### src/hdl/kni_lex_pkg.sv
// Shared types, constants and reset state for the keyword/number/identifier lexer.
// No dependencies; imported by kni_lex_step, keyword_number_identifier_lexer, kni_token_checker and testbench.
package kni_lex_pkg;

  localparam int OFFSET_BITS = 16;

  // token kinds
  localparam logic [3:0] KIND_NETWORK    = 4'd0;
  localparam logic [3:0] KIND_INPUT      = 4'd1;
  localparam logic [3:0] KIND_LBRACE     = 4'd2;
  localparam logic [3:0] KIND_RBRACE     = 4'd3;
  localparam logic [3:0] KIND_LAYER      = 4'd4;
  localparam logic [3:0] KIND_WEIGHTS    = 4'd5;
  localparam logic [3:0] KIND_BIAS       = 4'd6;
  localparam logic [3:0] KIND_ACTIVATION = 4'd7;
  localparam logic [3:0] KIND_LBRACKET   = 4'd8;
  localparam logic [3:0] KIND_RBRACKET   = 4'd9;
  localparam logic [3:0] KIND_COLON      = 4'd10;
  localparam logic [3:0] KIND_NUMBER     = 4'd11;
  localparam logic [3:0] KIND_IDENT      = 4'd12;
  localparam logic [3:0] KIND_END        = 4'd13;
  localparam logic [3:0] KIND_INVALID    = 4'd14;

  // character codes
  localparam logic [7:0] CH_LBRACE     = 8'h7B;
  localparam logic [7:0] CH_RBRACE     = 8'h7D;
  localparam logic [7:0] CH_LBRACKET   = 8'h5B;
  localparam logic [7:0] CH_RBRACKET   = 8'h5D;
  localparam logic [7:0] CH_COLON      = 8'h3A;
  localparam logic [7:0] CH_SPACE      = 8'h20;
  localparam logic [7:0] CH_TAB        = 8'h09;
  localparam logic [7:0] CH_CR         = 8'h0D;
  localparam logic [7:0] CH_PLUS       = 8'h2B;
  localparam logic [7:0] CH_MINUS      = 8'h2D;
  localparam logic [7:0] CH_UNDERSCORE = 8'h5F;

  localparam int KW_COUNT = 6;
  localparam int KW_SLOTS = 16;

  // keyword spellings, zero padded; entries past the length are never compared
  localparam logic [7:0] KW_TEXT [KW_COUNT][KW_SLOTS] = '{
    '{0:"n", 1:"e", 2:"t", 3:"w", 4:"o", 5:"r", 6:"k", default:8'h00},
    '{0:"i", 1:"n", 2:"p", 3:"u", 4:"t", default:8'h00},
    '{0:"l", 1:"a", 2:"y", 3:"e", 4:"r", default:8'h00},
    '{0:"w", 1:"e", 2:"i", 3:"g", 4:"h", 5:"t", 6:"s", default:8'h00},
    '{0:"b", 1:"i", 2:"a", 3:"s", default:8'h00},
    '{0:"a", 1:"c", 2:"t", 3:"i", 4:"v", 5:"a", 6:"t", 7:"i", 8:"o", 9:"n",
      default:8'h00}
  };
  localparam logic [15:0] KW_LEN [KW_COUNT] = '{16'd7, 16'd5, 16'd5, 16'd7, 16'd4, 16'd10};
  localparam logic [3:0] KW_KIND [KW_COUNT] = '{
    KIND_NETWORK, KIND_INPUT, KIND_LAYER, KIND_WEIGHTS, KIND_BIAS, KIND_ACTIVATION
  };

  typedef enum logic [1:0] {
    PH_EMPTY,
    PH_SIGN,
    PH_DIGITS,
    PH_NOT_NUMBER
  } num_phase_t;

  typedef struct packed {
    logic [7:0] text_byte;
    logic       byte_present;
    logic       end_of_text;
  } text_item_t;

  typedef struct packed {
    logic [3:0]         token_kind;
    logic [15:0]        start_offset;
    logic [15:0]        token_length;
    logic signed [63:0] number_value;
    logic               last_of_run;
  } token_item_t;

  typedef struct packed {
    logic [OFFSET_BITS-1:0] byte_position;
    logic [OFFSET_BITS-1:0] pending_start;
    logic [15:0]            pending_length;
    logic [KW_COUNT-1:0]    keyword_candidates;
    num_phase_t             number_phase;
    logic                   number_negative;
    logic [63:0]            number_magnitude;
    logic                   identifier_valid;
    logic                   halted_on_error;
  } lex_state_t;

  function automatic lex_state_t lex_reset();
    lex_state_t s;
    s.byte_position      = '0;
    s.pending_start      = '0;
    s.pending_length     = '0;
    s.keyword_candidates = '1;
    s.number_phase       = PH_EMPTY;
    s.number_negative    = 1'b0;
    s.number_magnitude   = '0;
    s.identifier_valid   = 1'b1;
    s.halted_on_error    = 1'b0;
    return s;
  endfunction

  // cut or widen an offset to the 16-bit result field
  function automatic logic [15:0] offset16(input logic [OFFSET_BITS-1:0] pos);
    logic [31:0] wide;
    wide = 32'(pos);
    return wide[15:0];
  endfunction

endpackage

### src/hdl/kni_lex_step.sv
// One lexer step: next state and up to three tokens for one text item.
// Depends on kni_lex_pkg.
module kni_lex_step
  import kni_lex_pkg::*;
(
  input  lex_state_t        cur,
  input  text_item_t        item,
  output lex_state_t        nxt,
  output token_item_t [2:0] res,
  output logic [1:0]        res_count
);

  function automatic token_item_t classify(input lex_state_t s);
    token_item_t t;
    logic        found;
    found          = 1'b0;
    t.token_kind   = KIND_INVALID;
    t.start_offset = offset16(s.pending_start);
    t.token_length = s.pending_length;
    t.number_value = '0;
    t.last_of_run  = 1'b0;
    for (int k = KW_COUNT - 1; k >= 0; k--) begin
      if (s.keyword_candidates[k] && s.pending_length == KW_LEN[k]) begin
        found        = 1'b1;
        t.token_kind = KW_KIND[k];
      end
    end
    if (!found) begin
      if (s.number_phase == PH_DIGITS) begin
        t.token_kind   = KIND_NUMBER;
        t.number_value = s.number_negative ? -s.number_magnitude : s.number_magnitude;
      end else if (s.identifier_valid) begin
        t.token_kind = KIND_IDENT;
      end
    end
    return t;
  endfunction

  function automatic lex_state_t clear_pending(input lex_state_t s);
    lex_state_t r;
    r                 = lex_reset();
    r.byte_position   = s.byte_position;
    r.halted_on_error = s.halted_on_error;
    return r;
  endfunction

  logic        active;
  logic        is_delim;
  logic        is_space;
  logic [3:0]  delim_kind;
  lex_state_t  added;
  lex_state_t  mid;
  token_item_t flushed;
  token_item_t delim_tok;
  token_item_t end_tok;
  logic        e_flush_old;
  logic        e_delim;
  logic        e_flush_end;
  logic        halted_mid;

  assign active = item.byte_present && !cur.halted_on_error;

  always_comb begin
    is_delim   = 1'b0;
    is_space   = 1'b0;
    delim_kind = KIND_LBRACE;
    unique case (item.text_byte) inside
      CH_LBRACE:          begin is_delim = 1'b1; delim_kind = KIND_LBRACE;   end
      CH_RBRACE:          begin is_delim = 1'b1; delim_kind = KIND_RBRACE;   end
      CH_LBRACKET:        begin is_delim = 1'b1; delim_kind = KIND_LBRACKET; end
      CH_RBRACKET:        begin is_delim = 1'b1; delim_kind = KIND_RBRACKET; end
      CH_COLON:           begin is_delim = 1'b1; delim_kind = KIND_COLON;    end
      [CH_TAB:CH_CR], CH_SPACE: is_space = 1'b1;
      default: ;
    endcase
  end

  // append the byte to the pending token
  always_comb begin
    logic [7:0]  c;
    logic [15:0] idx;
    logic        digit;
    logic        alpha;
    logic [63:0] limit;
    logic [67:0] acc;
    c     = item.text_byte;
    idx   = cur.pending_length;
    digit = (c >= "0") && (c <= "9");
    alpha = ((c >= "A") && (c <= "Z")) || ((c >= "a") && (c <= "z"));
    limit = cur.number_negative ? 64'h8000_0000_0000_0000 : 64'h7FFF_FFFF_FFFF_FFFF;
    acc   = {1'b0, cur.number_magnitude, 3'b000} + {3'b000, cur.number_magnitude, 1'b0}
            + {60'd0, c - 8'h30};
    added = cur;
    if (idx == 16'd0) added.pending_start = cur.byte_position;
    for (int k = 0; k < KW_COUNT; k++) begin
      if (idx >= KW_LEN[k] || KW_TEXT[k][idx[3:0]] != c)
        added.keyword_candidates[k] = 1'b0;
    end
    if ((idx == 16'd0 && digit) || !(digit || alpha || c == CH_UNDERSCORE))
      added.identifier_valid = 1'b0;
    if (digit && cur.number_phase != PH_NOT_NUMBER) begin
      if (acc > {4'd0, limit}) begin
        added.number_phase = PH_NOT_NUMBER;
      end else begin
        added.number_magnitude = acc[63:0];
        added.number_phase     = PH_DIGITS;
      end
    end else if (idx == 16'd0 && (c == CH_PLUS || c == CH_MINUS)) begin
      added.number_phase    = PH_SIGN;
      added.number_negative = (c == CH_MINUS);
    end else begin
      added.number_phase = PH_NOT_NUMBER;
    end
    if (cur.pending_length != 16'hFFFF) added.pending_length = cur.pending_length + 16'd1;
  end

  // one classifier: the appended state only matters when end follows a token byte
  assign flushed = classify((active && !is_delim && !is_space) ? added : cur);

  assign e_flush_old = active && (is_delim || is_space) && (cur.pending_length != 16'd0);
  assign halted_mid  = cur.halted_on_error
                       || (e_flush_old && flushed.token_kind == KIND_INVALID);
  assign e_delim     = active && is_delim && !halted_mid;

  always_comb begin
    if (!active) mid = cur;
    else if (is_delim || is_space) mid = e_flush_old ? clear_pending(cur) : cur;
    else mid = added;
    mid.halted_on_error = halted_mid;
    if (item.byte_present) mid.byte_position = cur.byte_position + 1'b1;
  end

  assign e_flush_end = item.end_of_text && !halted_mid && (mid.pending_length != 16'd0);

  always_comb begin
    delim_tok.token_kind   = delim_kind;
    delim_tok.start_offset = offset16(cur.byte_position);
    delim_tok.token_length = 16'd1;
    delim_tok.number_value = '0;
    delim_tok.last_of_run  = 1'b0;
    end_tok.token_kind     = KIND_END;
    end_tok.start_offset   = offset16(mid.byte_position);
    end_tok.token_length   = 16'd0;
    end_tok.number_value   = '0;
    end_tok.last_of_run    = 1'b0;
  end

  // pack the tokens in order into the result slots
  always_comb begin
    logic [1:0] n;
    n   = 2'd0;
    res = '0;
    if (e_flush_old) begin res[n] = flushed; n = n + 2'd1; end
    if (e_delim) begin res[n] = delim_tok; n = n + 2'd1; end
    if (e_flush_end) begin res[n] = flushed; n = n + 2'd1; end
    if (item.end_of_text) begin res[n] = end_tok; n = n + 2'd1; end
    if (n != 2'd0) res[n - 2'd1].last_of_run = 1'b1;
    res_count = n;
  end

  assign nxt = item.end_of_text ? lex_reset() : mid;

endmodule

### src/hdl/keyword_number_identifier_lexer.sv
// A text request that is taken goes into the input register, then, once the result buffer
// is free, its tokens are loaded into the result buffer. Throughput: one request per cycle
// while each gives at most one token and the receiver does not stall; a request giving more
// tokens holds the next one until the single token port has drained the three-entry buffer.
// Reset: synchronous, active high; clears the pipeline and all lexer state at once.
// Top level of the lexer; depends on kni_lex_pkg and kni_lex_step.
module keyword_number_identifier_lexer
  import kni_lex_pkg::*;
(
  input  logic        clk,
  input  logic        rst,
  input  logic        text_valid,
  output logic        text_stall,
  input  text_item_t  text,
  output logic        token_valid,
  input  logic        token_stall,
  output token_item_t token
);

  logic              s1_valid;
  text_item_t        s1_item;
  lex_state_t        st;
  lex_state_t        st_next;
  token_item_t [2:0] step_res;
  logic [1:0]        step_count;
  token_item_t [2:0] buf_res;
  logic [1:0]        cnt;
  logic              tok_acc;
  logic              buf_free;
  logic              s1_adv;
  logic              text_acc;

  kni_lex_step u_step (
    .cur       (st),
    .item      (s1_item),
    .nxt       (st_next),
    .res       (step_res),
    .res_count (step_count)
  );

  assign tok_acc    = token_valid && !token_stall;
  assign buf_free   = (cnt == 2'd0) || (cnt == 2'd1 && tok_acc);
  assign s1_adv     = s1_valid && buf_free;
  assign text_stall = s1_valid && !buf_free;
  assign text_acc   = text_valid && !text_stall;

  always_ff @(posedge clk) begin
    if (rst) begin
      s1_valid <= 1'b0;
    end else if (text_acc) begin
      s1_valid <= 1'b1;
    end else if (s1_adv) begin
      s1_valid <= 1'b0;
    end
  end

  always_ff @(posedge clk) begin
    if (text_acc) s1_item <= text;
  end

  always_ff @(posedge clk) begin
    if (rst) begin
      st <= lex_reset();
    end else if (s1_adv) begin
      st <= st_next;
    end
  end

  // result buffer: load a whole batch, shift out one token each time the receiver takes one
  always_ff @(posedge clk) begin
    if (rst) begin
      cnt <= 2'd0;
    end else if (s1_adv) begin
      cnt <= step_count;
    end else if (tok_acc) begin
      cnt <= cnt - 2'd1;
    end
  end

  always_ff @(posedge clk) begin
    if (s1_adv) begin
      buf_res <= step_res;
    end else if (tok_acc) begin
      buf_res[0] <= buf_res[1];
      buf_res[1] <= buf_res[2];
    end
  end

  assign token_valid = (cnt != 2'd0);
  assign token       = buf_res[0];

`ifndef SYNTH
  a_batch_loaded: assert property (@(posedge clk) disable iff (rst)
    s1_adv |=> cnt == $past(step_count))
    else $error("result buffer count does not match loaded batch");

  a_end_is_last: assert property (@(posedge clk) disable iff (rst)
    token_valid && token.token_kind == KIND_END |-> token.last_of_run
      && token.token_length == 16'd0)
    else $error("end token not last of run or has nonzero length");

  a_value_only_numbers: assert property (@(posedge clk) disable iff (rst)
    token_valid && token.token_kind != KIND_NUMBER |-> token.number_value == 64'sd0)
    else $error("nonzero value on a non-number token");

  a_reset_state: assert property (@(posedge clk)
    $past(rst) |-> st.pending_length == 16'd0 && !st.halted_on_error && !s1_valid
      && cnt == 2'd0)
    else $error("lexer state not clean after reset");
`endif

endmodule

### config.mk
export PLATFORM = sky130hd
export DESIGN_NAME = keyword_number_identifier_lexer
export DESIGN_NICKNAME = d
export VERILOG_FILES = /design/src/hdl/kni_lex_pkg.sv /design/src/hdl/kni_lex_step.sv /design/src/hdl/keyword_number_identifier_lexer.sv
export SDC_FILE = /design/constraint.sdc
export NUM_CORES = 1
export LEC_CHECK = 0
export ABC_AREA = 1
export ABC_CLOCK_PERIOD_IN_PS = 8400
export BUFFER_PORTS_ARGS = -buffer_cell sky130_fd_sc_hd__buf_2
export CORE_ASPECT_RATIO = 1.25
export CORE_UTILIZATION = 45
export CTS_CLUSTER_SIZE = 24
export DETAILED_ROUTE_END_ITERATION = 8
export GPL_ROUTABILITY_DRIVEN = 0
export PLACE_DENSITY = 0.7
export SLEW_MARGIN = 5
export SYNTH_ARGS = -nofsm -noshare
export SYNTH_HDL_FRONTEND = slang
export SYNTH_SLANG_ARGS = --single-unit
export TNS_END_PERCENT = 5
### constraint.sdc
create_clock -name clk -period 8.4 [get_ports clk]
set_input_delay 0.42 -clock clk [delete_from_list [all_inputs] [get_ports clk]]
set_output_delay 0.42 -clock clk [all_outputs]
set_load 0.01 [all_outputs]
==> impl_summary.md, run 1 <==
Outcome
The flow ran to the end, and the final reports show no timing, DRC or antenna violations.

Clock network
The number of buffers inserted during clock tree synthesis is 47. For the worst-skew pair, the clock arrives at the later sink with an insertion delay of 0.63 ns. The number of buffers on the longest clock path is 3.

For this design, the sink count on the clock tree is 439. The H-tree was split into 2 levels. The master cell of the clock root buffer is sky130_fd_sc_hd__clkbuf_16. After clock tree synthesis, the clock-pin slew on the worst setup and hold paths is 0.06 ns. The clock tree from TritonCTS is built.

Detailed routing
The detail route stage leaves a number of antenna-violating nets equal to 0. The per-cell via count in the routed design is 5.61. The detailed-route DRC error count is 0.

Wires add up to 101,000 um. The count of TritonRoute iterations in the first routing pass is 8. The detailed router finished its first iteration with roughly 3,100 violations. The wire length per cell after detailed routing is 17.9 um. The routed layout has between 30,000 and 40,000 vias.

Critical path
Data on the critical path is required at its endpoint by 8.72 ns. The maximum fanout encountered on the critical timing path is 59. The kind of cell with the highest combined delay along the critical path is simple AND/OR/NAND/NOR gates.

STA classifies the critical path endpoint as a flip-flop. The worst register-to-register path begins at s1_item[8]$_DFFE_PP_. The worst setup path is launched from a flip-flop.

The endpoint identified for the worst register-to-register timing path is token[8]$_DFFE_PP_. The number of buffers and inverters on the critical path is 11. The peak per-stage delay on the critical path is roughly 0.57 ns.

The cell that appears most often on the critical path is sky130_fd_sc_hd__inv_1. The data arrival time of the critical path is 8.31 ns. Across all register-to-register paths, the minimum setup slack is 0.41 ns. The slowest cell on the critical path is sky130_fd_sc_hd__or4_1. The path depth of the worst reg2reg path is 43.

The category of the critical setup timing path is flip-flop to flip-flop.

Timing
The final-report setup violation count is 0. Clock skew on the completed layout was measured at 0.0470 ns. The max-slew violation total from the final report is 0. The number of hold-slack violations in the final timing report came to 0.

The highest attainable clock frequency is around 130 MHz. The worst pin sits at a relative slew slack of 0.212. Dividing the final minimum period by the clock period gives 0.951. The transition time of the tightest slew-check pin is about 1.2 ns. Setup repair after global routing left no endpoint under its margin. The smallest clock period supported by the final layout is computed as 7.99 ns. Final hold analysis gives a worst-case slack of 0.0195 ns.

Layout
The end-of-flow core utilization is 0.487. The repair_antennas step left the layout with diodes totalling 0. The fill cell instance count of the final layout is 7,232. Relative to the synthesized area, the layout overhead comes to 7.21%. In the layout the commonest cells are 1,391 x sky130_fd_sc_hd__nand2_1, 487 x sky130_fd_sc_hd__nor2_1, 481 x sky130_fd_sc_hd__inv_1. The net total in the final layout is about 4,900. The area of all placed cells without fillers is approximately 36,000 um^2. Leaving out fill and tap cells, the most frequent cell in the layout is sky130_fd_sc_hd__nand2_1.

The ratio of cells with drive above 1 in the final layout is 0.0719.

Floorplanning
The row count is 111. The region available for standard cell placement spans approximately 73,000 um^2. The floorplan step defined a die boundary enclosing ~75,000 um^2. The die outline height is a little over 300 um. Pin placement for this block handled 117 I/O pins. The initial standard-cell utilization of the core is 0.454. In this run the horizontal extent of the chip is roughly 240 um.

Logic synthesis
The count of flip-flops with a built-in enable after synthesis is 313. The flip-flop and latch count after synthesis is about 440. The synthesized net count is ~5,000. The cell count after synthesis came out at around 4,700. The post-synthesis instance area is ~33,000 um^2.

The share of flip-flops with an asynchronous set or reset is 0. In this run the mean area of a mapped cell was slightly above 7 um^2. The share of the yosys chip area belonging to registers is 0.359. The warning count from the yosys run is 0. The prevailing post-synth register cell is sky130_fd_sc_hd__edfxtp_1. The unique cell type count in the Yosys netlist is 62.

Global routing
The first global-routing pass estimated 158,000 um of wire. The via count of the first global-routing pass came to 29,057. The sum of overflow across all layers after global routing is 0. The maximum number of pins on one net before global-route repair is around 170. The total routing usage reported by global routing is 0.265. The initial antenna violation count is 0.

Flow run
The tool flagged a number of max-cap violations equal to 0.

Power and ir drop
The largest voltage drop on the vdd net is 0.158 mV. The analysis attributes to cell leakage a power of approximately 17 nW. The power density over cell area is between 150 and 200 nW/um^2.

Min path
The worst hold path cell count is 1. For hold timing, the worst endpoint is s1_item[0]$_DFFE_PP_. In this run the worst hold path is classified as primary input to flip-flop. The startpoint of the worst hold path is text[0].

Placement
After detailed placement, the total cell area comes to 33,800 um^2. The detailed-placement wirelength estimate is roughly 74,000 um. Buffers placed on the I/O ports in this run total 116.
-- cells by family after synthesis --
family          count (synthesis)  synth area share
xor+xnor                       95            0.0251
buf+inv                       781             0.106
simple gates                 2408             0.305
compound gates                753             0.122
fa+ha+maj                     216            0.0827
flops                         439             0.359
-- final cells by class --
cell class,count,area (um^2),share of cell area
multi-input cells,3472,17900,0.502
flip-flops and latches,439,11900,0.335
inverters,502,1890,0.0532
clock buffers,55,1210,0.0339
well taps,960,1200,0.0337
repair buffers,170,1090,0.0307
clock inverters,32,428,0.0120
-- where the power goes --
| group | leakage, nW | switching (mW) | internal [mW] |
|---|---|---|---|
| sequential | 4.04 | 0.111 | 2.77 |
| clock | 0.786 | 0.934 | 1.31 |
| combinational | 11.7 | 0.879 | 0.339 |
-- timing repair --
item	CTS	global route
hold endpoints to repair	6	0
hold buffers	6	0
setup buffers	1	2
resized for setup	2	19
setup endpoints to repair	15	276
pin swaps	0	3
-- state kept, by name, indices dropped and copies added, names as in the netlist --
name / count
s1_item: 10
cnt: 2
token: 101
st: 123
buf_res: 202
s1_valid: 1
-- worst max path at each step --
stage | to | cells past startpoint | startpoint
6_report | token[8]$_DFFE_PP_ | 43 | s1_item[8]$_DFFE_PP_
5_1_grt | token[56]$_DFFE_PP_ | 49 | s1_item[7]$_DFFE_PP_
3_5_place_dp | token[63]$_DFFE_PP_ | 44 | s1_item[6]$_DFFE_PP_
2_1_floorplan | token[100]$_DFFE_PP_ | 48 | s1_item[6]$_DFFE_PP_
4_1_cts | token[8]$_DFFE_PP_ | 43 | s1_item[6]$_DFFE_PP_
3_3_place_gp | token[59]$_DFFE_PP_ | 44 | s1_item[6]$_DFFE_PP_
-- through the flow --
step | std cells | TNS (ns) | total power [mW] | setup slack, ns
global placement | 5534 | 0 | 4.11 | 0.0234
floorplan | 4692 | 0 | 3.91 | 0.995
finish | 5630 | 0 | 6.35 | 0.411
global route | 5630 | 0 | 6.62 | 0.0260
CTS | 5628 | 0 | 6.38 | 0.0654
detailed placement | 5534 | -1.94 | 4.14 | -0.159
-- synthesized netlist by cell type, types with 4 or more instances --
master,count,area [um^2]
sky130_fd_sc_hd__nand2_1,1394,5230
sky130_fd_sc_hd__nor2_1,492,1850
sky130_fd_sc_hd__inv_1,482,1810
sky130_fd_sc_hd__a21oi_1,321,1610
sky130_fd_sc_hd__edfxtp_1,313,9400
sky130_fd_sc_hd__nand3_1,287,1440
sky130_fd_sc_hd__o21ai_0,257,1290
sky130_fd_sc_hd__ha_1,210,2630
sky130_fd_sc_hd__dfxtp_1,126,2520
sky130_fd_sc_hd__buf_4,116,871
sky130_fd_sc_hd__nand4_1,107,669
sky130_fd_sc_hd__clkbuf_1,99,372
sky130_fd_sc_hd__xor2_1,78,683
sky130_fd_sc_hd__o21ai_1,69,345
sky130_fd_sc_hd__buf_2,30,150
sky130_fd_sc_hd__nand3b_1,30,225
sky130_fd_sc_hd__nor3_1,28,140
sky130_fd_sc_hd__o21bai_1,28,210
sky130_fd_sc_hd__xnor2_1,17,149
sky130_fd_sc_hd__buf_1,16,60.1
sky130_fd_sc_hd__buf_6,15,169
sky130_fd_sc_hd__inv_2,15,56.3
sky130_fd_sc_hd__o22ai_1,14,87.6
sky130_fd_sc_hd__nand2_2,13,81.3
sky130_fd_sc_hd__o211ai_1,11,82.6
sky130_fd_sc_hd__nor2_2,10,62.6
sky130_fd_sc_hd__nor4_1,10,62.6
sky130_fd_sc_hd__o21ai_2,10,87.6
sky130_fd_sc_hd__or2_2,9,56.3
sky130_fd_sc_hd__a31oi_1,7,43.8
sky130_fd_sc_hd__fa_1,6,120
sky130_fd_sc_hd__a211oi_1,5,37.5
sky130_fd_sc_hd__a21boi_0,5,37.5
sky130_fd_sc_hd__a21o_1,5,37.5
sky130_fd_sc_hd__o21a_1,5,37.5
sky130_fd_sc_hd__clkinv_1,4,15.0
-- per-layer routing --
| metal | wire (um) | GRT usage | share of wire |
|---|---|---|---|
| met5 | 0 | 0 | 0 |
| met4 | 4640 | 0.120 | 0.046 |
| met3 | 8420 | 0.0394 | 0.083 |
| met2 | 45700 | 0.420 | 0.45 |
| met1 | 42200 | 0.355 | 0.42 |
Note: power is estimated with default switching activity, not from simulation.
==> run 2, diff against run 1 <==
--- a/config.mk
+++ b/config.mk
@@ -13,7 +13,7 @@
 export CTS_CLUSTER_SIZE = 24
 export DETAILED_ROUTE_END_ITERATION = 8
 export GPL_ROUTABILITY_DRIVEN = 0
-export PLACE_DENSITY = 0.7
+export PLACE_DENSITY_LB_ADDON = 0.1
 export SLEW_MARGIN = 5
 export SYNTH_ARGS = -nofsm -noshare
 export SYNTH_HDL_FRONTEND = slang
==> run 2 against run 1 <==
  * Die area unchanged
  * Non-clock buffer count is 22 higher
  * Cell count up 0.39%
  * Highest routed layer unchanged
  * Critical path type unchanged
  * Count of clock-buffer cells in the layout grew 12
  * Combinational power about the same
  * Critical endpoint is now token[52]$_DFFE_PP_
  * Global-route usage rose by 2.1 points
  * First-iteration DRC count shrank 17%
==> impl_summary.md, run 2 (same netlist as run 1, synthesis figures left out) <==
Critical path
The startpoint of the worst setup timing path is s1_item[6]$_DFFE_PP_. Among the stages of the critical path, the cell type that occurs most often is sky130_fd_sc_hd__nand2_1. The endpoint required time on the critical path is ~8.9 ns. In this run the critical register-to-register path is launched from s1_item[6]$_DFFE_PP_. At the worst endpoint, the arrival time is 8.43 ns. The maximum fanout encountered on the critical timing path is 13. The largest individual stage delay along the critical path comes from the cell sky130_fd_sc_hd__or4_1.

STA classifies the critical path startpoint as a flip-flop. The peak per-stage delay on the critical path is about 0.56 ns. The endpoint kind of the worst setup timing path is a flip-flop. The critical path in this run is classified as flip-flop to flip-flop.

Global routing
The sum of overflow across all layers after global routing is 0. The first global-routing pass estimated 167,000 um of wire. The total routing usage reported by global routing is 0.286. The via count of the first global-routing pass is 28,977. The initial antenna violation count is 0. The maximum number of pins on one net before global-route repair is about 170.

Clock network
The sink count of the clock tree is 439. After clock tree synthesis, the clock-pin slew on the worst setup and hold paths is 0.06 ns. The H-tree generated during clock tree synthesis spans 2 levels. The number of buffers inserted during clock tree synthesis is 49. The clock passes through at most 3 buffers. For the worst-skew pair, the clock arrives at the later sink with an insertion delay of 0.62 ns. In this run the clock root is driven by a sky130_fd_sc_hd__clkbuf_16.

The clock tree from TritonCTS is built.

Floorplanning
The number of top-level pins is 117. The initial utilization of the core area, before any placement, comes to 0.454. Measured along the y axis, the die boundary spans 306 um. The total die area is 74,900 um^2. In this run the standard cell core region covers 73,200 um^2.

From left edge to right edge, the die measures roughly 240 um. The row count is 111.

Detailed routing
The top layer reached by signal wires is met4. After detailed routing, the total wire length is around 110,000 um. The number of DRC markers after the initial detailed-route iteration is about 2,600.

The met1 wire length is 49,000 um. The total number of vias is between 30,000 and 40,000. The routed design uses around 50,000 um of met2 wire. The count of nets left with antenna violations once routing finished came out at 0.

The wire length on met3 is 6150 um. Dividing the detail-routed via count by the number of cells gives 5.47. The pre-antenna-repair detailed-routing pass consisted of 5 iterations. The detailed-route DRC error count is 0. Dividing the detail-routed wire length by the instance count gives 19.1 um.

Layout
Once layout is complete, the utilization of the core stands at 0.488. The area taken by flip-flops and latches is between 10,000 and 15,000 um^2. With fillers left out, the area of the finished cells amounts to 35,700 um^2. Compared with the post-synthesis result, the final layout area differs by 7.50%.

The flip-flop count of the largest register after layout is 202. The most frequent standard cell in the layout excluding fill and tap cells is sky130_fd_sc_hd__nand2_1. The register ranked first by flip-flop count is buf_res. Counting the fill cells in the layout gives 7,394. In the final layout, the multi-input gates occupy ~18,000 um^2. The ratio of cells with drive above 1 in the final layout is 0.0755. For this run, the post-layout net count is 4,886. Leaving out fill and tap cells, the most frequent cells in the layout are 1,390 x sky130_fd_sc_hd__nand2_1, 487 x sky130_fd_sc_hd__nor2_1, 481 x sky130_fd_sc_hd__inv_1.

Timing
The minimum clock period is ~8 ns. The max-slew violation total from the final report is 0. The worst pin sits at a relative slew slack of 0.297. The clock skew is 0.0289 ns. For this run, the top clock speed supported by timing is 126 MHz. After routing, the total negative slack on setup checks comes to 0 ns.

The ratio of final minimum period to clock period is 0.948. The number of hold-slack violations in the final timing report came to 0. The transition time of the tightest slew-check pin is 1.05 ns. Setup violations remaining at the end of the flow were counted as 0. The hold slack is around 0.077 ns.

Min path
The worst hold path begins at text_valid. The worst hold path belongs to the class primary input to flip-flop.

Power and ir drop
The leakage power figure is 16.6 nW. The internal power summed over all cells is 4.33 mW. The share of total power dissipated in the clock network is 0.342. Of the total power, the share spent switching nets is 0.307. For this design the total switching power over the nets is approximately 1.9 mW. The total chip power is roughly 6.2 mW. The power density over cell area is roughly 180 nW/um^2. The relative contribution of sequential cells to total power is 0.461. VDD sags by at most 0.173 mV. The fraction of power consumed by combinational cells is 0.197.

Placement
The detailed-placement wirelength estimate is a little over 80,000 um. The placed instances occupy a cell area of 33,900 um^2. The number of buffers added on ports is around 120.

Outcome
The flow ran to the end, and the final reports show no timing, DRC or antenna violations.

Flow run
Max-cap violations in this run came to 0.
-- run 2: cell types whose count changed in the layout (fill, tap and decap cells not counted), sizes merged --
| cell | previous run | this run |
|---|---|---|
| clkbuf | 55 | 67 |
| buf | 164 | 182 |
| dlygate4sd3 | 6 | 10 |
| diode | 0 | 1 |
| clkinvlp | 4 | 1 |
| bufinv | 9 | 4 |
| clkinv | 21 | 16 |
-- run 2: per-layer routing --
| metal | up-vias | track usage |
|---|---|---|
| met2 | 990 | 0.455 |
| met4 | 0 | 0.0988 |
| met5 | - | 0 |
| met1 | 14375 | 0.400 |
| li1 | 15323 | - |
| met3 | 212 | 0.0320 |
-- run 2: final timing paths --
check | end | slack (ns) | depth (start not counted)
max reg2reg | token[52]$_DFFE_PP_ | 0.43 | 51
max | token[52]$_DFFE_PP_ | 0.43 | 51
min | s1_valid$_SDFFE_PP0P_ | 0.08 | 3
min reg2reg | st[70]$_SDFFE_PP1P_ | 0.45 | 2
-- run 2: cell type report --
type | count | area share
Multi-Input combinational cell | 3472 | 0.501
Timing Repair Buffer | 192 | 0.0349
Clock buffer | 67 | 0.0365
Clock inverter | 19 | 0.00655
Antenna cell | 1 | 0.0000701
Inverter | 502 | 0.0531
Tap cell | 960 | 0.0336
Sequential cell | 439 | 0.334
-- run 2: worst max-delay path: cells and delay by family, from the launching register on --
kind            cells  cell delay, ns
fa+ha+maj           6            1.83
simple gates       31            4.01
buf+inv            12            1.24
flops               1            0.37
compound gates      2            0.36
-- run 2: metrics by stage --
stage | worst slack, ns | cells
final | 0.435 | 5652
after global routing | -0.0399 | 5651
after CTS | 0.0672 | 5646
after detailed placement | -0.0791 | 5550
after global placement | 0.128 | 5550
after floorplan | 0.995 | 4692
-- run 2: power groups by stage --
stage / combinational [mW] / clock (mW) / sequential, mW
floorplan: 0.969 / 0 / 2.94
global placement: 1.22 / 0 / 2.93
detailed placement: 1.23 / 0 / 2.93
CTS: 1.23 / 2.17 / 2.89
global route: 1.37 / 2.25 / 2.91
finish: 1.23 / 2.13 / 2.88
-- run 2: timing repair --
item,4_1_cts,5_1_grt
hold buffers,10,0
endpoints found under the hold margin,10,0
buffers inserted,0,4
gates cloned,0,1
pin swaps,0,3
gates resized for setup,4,18
endpoints found under the setup margin,40,257
